## src/hdl/btx_pkg.sv

```systemverilog
// Shared types and constants for the binary trie max-xor unit.
package btx_pkg;

    localparam int KEY_W   = 32;
    localparam int VAL_W   = 32;
    localparam int PLEN_W  = 6;
    localparam int ACT_W   = 3;
    localparam int STAT_W  = 2;
    localparam int CNT_W   = 16;
    localparam logic [CNT_W-1:0] CNT_MAX = {CNT_W{1'b1}};

    typedef enum logic [ACT_W-1:0] {
        ACT_INSERT = 3'd0,
        ACT_ERASE  = 3'd1,
        ACT_GET    = 3'd2,
        ACT_COUNT  = 3'd3,
        ACT_MAXX   = 3'd4
    } t_action;

    typedef enum logic [STAT_W-1:0] {
        ST_OK   = 2'd0,
        ST_MISS = 2'd1,
        ST_FULL = 2'd2
    } t_status;

    typedef enum logic [2:0] {
        S_CLEAR,
        S_IDLE,
        S_WALK,
        S_LEAF,
        S_DONE
    } t_state;

    typedef enum logic [2:0] {
        CMD_NONE,
        CMD_CLEAR,
        CMD_LOAD,
        CMD_STEP,
        CMD_LEAF,
        CMD_PUSH
    } t_cmd;

    typedef struct packed {
        t_cmd op;
    } t_dp_cmd;

    typedef struct packed {
        logic clear_done;
        logic walk_end;
        logic restart;
        logic need_leaf;
    } t_dp_sts;

endpackage

```

## src/hdl/btx_ctrl.sv

```systemverilog
// Sequencer for clearing, walking passes, leaf reads and result hand-off.
module btx_ctrl (
    input  logic             i_clk,
    input  logic             i_rst_n,
    input  logic             i_req_valid,
    output logic             o_req_ready,
    output logic             o_rsp_valid,
    input  logic             i_rsp_ready,
    output btx_pkg::t_dp_cmd o_cmd,
    input  btx_pkg::t_dp_sts i_sts
);
    import btx_pkg::*;

    t_state r_state, n_state;
    logic   r_out_vld, n_out_vld;

    // State and output-valid registers
    always_ff @(posedge i_clk) begin
        if (!i_rst_n) begin
            r_state   <= S_CLEAR;
            r_out_vld <= 1'b0;
        end else begin
            r_state   <= n_state;
            r_out_vld <= n_out_vld;
        end
    end

    // Next state and commands
    always_comb begin
        n_state     = r_state;
        o_cmd.op    = CMD_NONE;
        o_req_ready = 1'b0;
        n_out_vld   = r_out_vld && !i_rsp_ready;
        unique case (r_state)
            S_CLEAR: begin
                o_cmd.op = CMD_CLEAR;
                if (i_sts.clear_done) begin
                    n_state = S_IDLE;
                end
            end
            S_IDLE: begin
                o_req_ready = 1'b1;
                if (i_req_valid) begin
                    o_cmd.op = CMD_LOAD;
                    n_state  = S_WALK;
                end
            end
            S_WALK: begin
                o_cmd.op = CMD_STEP;
                if (i_sts.walk_end) begin
                    priority if (i_sts.restart) begin
                        n_state = S_WALK;
                    end else if (i_sts.need_leaf) begin
                        n_state = S_LEAF;
                    end else begin
                        n_state = S_DONE;
                    end
                end
            end
            S_LEAF: begin
                o_cmd.op = CMD_LEAF;
                n_state  = S_DONE;
            end
            S_DONE: begin
                // hold the result until the output register is free
                if (!r_out_vld || i_rsp_ready) begin
                    o_cmd.op  = CMD_PUSH;
                    n_out_vld = 1'b1;
                    n_state   = S_IDLE;
                end
            end
            default: n_state = S_CLEAR;
        endcase
    end

    assign o_rsp_valid = r_out_vld;
endmodule

```

## config.mk

```make
export PLATFORM = sky130hd
export DESIGN_NAME = btx_ctrl
export DESIGN_NICKNAME = d
export VERILOG_FILES = /design/src/hdl/btx_pkg.sv /design/src/hdl/btx_ctrl.sv
export SDC_FILE = /design/constraint.sdc
export NUM_CORES = 1
export LEC_CHECK = 0
export ABC_CLOCK_PERIOD_IN_PS = 2450
export BUFFER_PORTS_ARGS = -buffer_cell sky130_fd_sc_hd__clkbuf_2
export CAP_MARGIN = 10
export CORE_AREA = 2 2 39 41
export DETAILED_ROUTE_END_ITERATION = 6
export DIE_AREA = 0 0 41 43
export PLACE_DENSITY_LB_ADDON = 0.1
export SYNTH_ARGS = -nofsm -noshare
export SYNTH_HDL_FRONTEND = slang
export SYNTH_SLANG_ARGS = --single-unit
```

## constraint.sdc

```tcl
create_clock -name i_clk -period 2.45 [get_ports i_clk]
set_input_delay 0.1225 -clock i_clk [delete_from_list [all_inputs] [get_ports i_clk]]
set_output_delay 0.1225 -clock i_clk [all_outputs]
set_load 0.01 [all_outputs]
```

# Word-level counts from Yosys, hierarchy flattened
# Cells that the tools add are included.
[classes]
mux = 13
n_eq_ne = 8
reduce_logical = 6
[op_table]
columns = ["cell", "count"]
rows = [
  ["$pmux 3 s5", 2],
  ["$mux 3", 7],
  ["$ne 2x2->1 const B", 4],
  ["$eq 3x2->1 const B", 2],
  ["$reduce_and 4->1", 1],
  ["$eq 3x1->1 const B", 1],
  ["$eq 3x3->1 const B", 1],
  ["$logic_not 3->1", 1],
  ["$mux 1", 3],
  ["$logic_not 1->1", 2],
  ["$mux 2", 1],
  ["$logic_and 1x1->1", 1],
  ["$logic_or 1x1->1", 1],
]
[totals]
output_inout_bits = 5
ff_bits = 4

# Depth between registers and ports, before layout
[logic_depth]
ltp_word = 4
mapped_depth = 4

# Least setup slack after synthesis
# No wires, ideal clock.
[synth_path]
path_kind = "register -> register"
from = "register r_out_vld, in the netlist o_rsp_valid"
to = "register r_state[0]"
path_buffers = 0
slack_ns = 1.361
setup_ns = 0.074
t_arrival_ns = 1.015
stages_incl_launch_ff = 4
path_cell_list = "dfxtp_1 nor2b_1 a2111o_1 a31oi_1"
[synth_via]
elab_chain_len = 4
[synth_lines]
columns = ["element", "line_no", "rtl"]
rows = [
  ["from (decl)", "btx_ctrl.sv:15", "logic r_out_vld, n_out_vld;"],
  ["from (signal assigned)", "btx_ctrl.sv:24", "r_out_vld <= n_out_vld;"],
  ["$logic_not 1->1", "btx_ctrl.sv:66", "if (!r_out_vld || i_rsp_ready) begin"],
  ["$logic_or 1x1->1", "btx_ctrl.sv:66", ""],
  ["$ne 2x2->1 (no source line)", "-", ""],
  ["$reduce_and 4->1 (no source line)", "-", ""],
  ["to (signal assigned)", "btx_ctrl.sv:23", "r_state <= n_state;"],
  ["to (decl)", "btx_ctrl.sv:14", "t_state r_state, n_state;"],
]
# No other way between the ends.
# A chain may end at the register's enable or synchronous reset.

==> out/qor.yml <==
floorplanning:
  ios: 13
  dieArea_mm2: 0.001763
  initial_utilization_pct: 20.89
  die_w_um: 41
  core_area_mm2: 0.001384
  rows: 14
  chipHeight_um: 43
sta:
  finalMaxSlewViolations: 0
  finalCritPeriodShare_pct: 58.06
  tns_ns: 0
  fmax_mhz: 703.0
  hold_slack_ns: 0.1523
  period_needed_ns: 1.422
  setup_viol: 0
  tightest_slew_ns: 0.3621
  fin_skew_ns: 0.004814
  maxSlewHeadroom_pct: 75.83
  hold_viol_final: 0
  rsz0062_at_grt: "no"
  setup_ws_ns: 1.028
power:
  share_comb_of_total_power_pct: 19.8
  switching_share_pct: 28.29
  ir_worst_vdd_mv: 0.1259
  p_seq_share_pct: 38.3
  switchingPower_mw: 0.05732
  p_int_mw: 0.1453
  power_leakage_nw: 0.1672
  powerDensity_mw_per_mm2: 539.8
  clock_power_share_pct: 41.9
  power_mw: 0.2026
clocking:
  clk_pin_slew_ns: 0.04
  clock_latency_ns: 0.24
  cts_hold_buf: 0
  cts_resized: 0
  cts_buffers: 3
  clkSinkCount: 4
  cts_htree_levels: 1
  cts_setup_buffers: 0
  clockBufferDepth: 2
  cts_root_buffer: "clkbuf_4"
  cts_tree: "built"
worst_setup_path:
  crit_required_ns: 2.33
  crit_type: "reg2out"
  arrival_ns: 1.30
  start_kind: "flip-flop"
  setup.worst_path.start: "r_state[2]"
  path_max_fanout: 10
  endpoint: "o_cmd[2]"
  reg2reg_to: "r_state[0]"
  ff2ff_setup_slack_ns: 1.26
  reg2regPathDepth: 3
  cp-end-kind: "output pin"
  timing.rr.start: "r_state[2]"
global_routing:
  grt_pass1_wl_um: 1117
  globalRouteOverflowTotal: 0
  grt_pass1_vias: 281
  grt_usage_pct: 9.729
  antenna_found_initial: 0
  grt_start_max_net_pins: 14
drt:
  drc: 0
  dr.pass1.iters: 2
  routed-via-count: 305
  wirelength_um: 710
  wl_per_cell_um: 10.76
  antenna_left: 0
  routed_via_density: 4.621
  dr.first_iter.drc_count: 6
final_layout:
  register_area_um2: 80.08
  n_antenna_cell: 0
  syn2layout_area_growth_pct: 29.87
  drive_gt1_share_pct: 34.00
  fillers: 166
  final_cell_mix: "clkbuf_2 (12), dfxtp_1 (4)"
  nets: 60
  multi_input_area_um2: 185.2
  layout_commonest_cell: "clkbuf_2"
logic_synthesis:
  synth-seq-cells: 4
  ys_seq_area_share_pct: 27.71
  synth_nets: 45
  synth_cell_types: 22
  post_synth_inst_count: 37
  syn_area_per_cell_um2: 7.812
  syn_area_um2: 289.0
  yosys_warnings: 0
placement:
  globalplace.congestion: 0.7336
  place_ws_ns: 1.261
  port_buffers: 12
  hpwl_um: 547.2
status:
  run_status: "complete, no violations"
flow_run:
  drv_cap: 0
hold_path:
  worstHoldPathCells: 3
  worstHoldPathType: "in2reg"
-- worst max-delay path, stage by stage, from the launching register on --
cell,delay (ns)
dfxtp_1,0.51
and2b_2,0.28
nand2_1,0.06
o21ai_0,0.08
clkbuf_2,0.14
-- worst min-delay path by stage --
stage               slack, ns     from          to
global route             0.17  i_rst_n  r_state[0]
finish                   0.15  i_rst_n  r_state[0]
global placement         0.40  i_rst_n  r_state[0]
floorplan                0.25  i_rst_n  r_state[0]
CTS                      0.15  i_rst_n  r_state[0]
detailed placement       0.40  i_rst_n  r_state[0]
-- cell type report --
class                   count  area share (%)
inverters                   2           2.000
repair buffers             12           16.00
flip-flops and latches      4           21.33
multi-input cells          29           49.33
clock buffers               3           6.000
well taps                  16           5.333
-- cells in the mapped netlist, drive strengths merged --
library cell  count  area share (%)
dfxtp             4              28
nor2              4             6.1
nor3b             3             7.8
o21ai             3             5.2
a21oi             2             3.5
and3              2             4.3
buf               2             5.6
inv               2             2.6
nand2             2             2.6
nand3             2             3.5
nor2b             2             4.3
a2111o            1             3.9
a21boi            1             2.6
a31oi             1             2.2
and2b             1             3.0
nand2b            1             2.2
nand4bb           1             3.9
o211a             1             3.5
o21a              1             2.6
o41ai             1             3.0
-- layer usage --
metal	routed length [um]	up-vias	part of all wire (%)	track usage (%)
met5	0	-	0	0
met4	7	0	0.99	8.000
met3	51	2	7.2	3.141
met2	342	10	48	15.00
met1	309	133	44	9.936
li1	-	160	-	-
-- metrics by stage --
step	util (%)	cells	cell area, um2
floorplan	-	37	289.0
global placement	25.50	63	352.8
detailed placement	25.50	63	352.8
CTS	27.12	66	375.4
global route	27.12	66	375.4
finish	27.12	66	375.4
-- cells by family (layout without fill, tap and decap cells) --
group                  count (synthesis)  after routing  share of synthesized area [%]
AOI/OAI and AO/OA                     11             11                          26.41
buffers and inverters                  4             17                          8.224
DFF                                    4              4                          27.71
and+or+nand+nor                       18             18                          37.66
-- power by group through the flow --
stage,registers [mW],clock network [mW],logic [mW]
floorplan,0.0729,0,0.0299
global placement,0.0786,0,0.0407
finish,0.0775,0.0849,0.0402
CTS,0.0774,0.0911,0.0409
global route,0.0787,0.0939,0.0455
detailed placement,0.0785,0,0.0406
-- state kept, by name (all words and copies together), names as in the netlist --
signal,flops
o_rsp_valid,1
r_state,3
No activity file was read; power rests on OpenSTA's default activity.
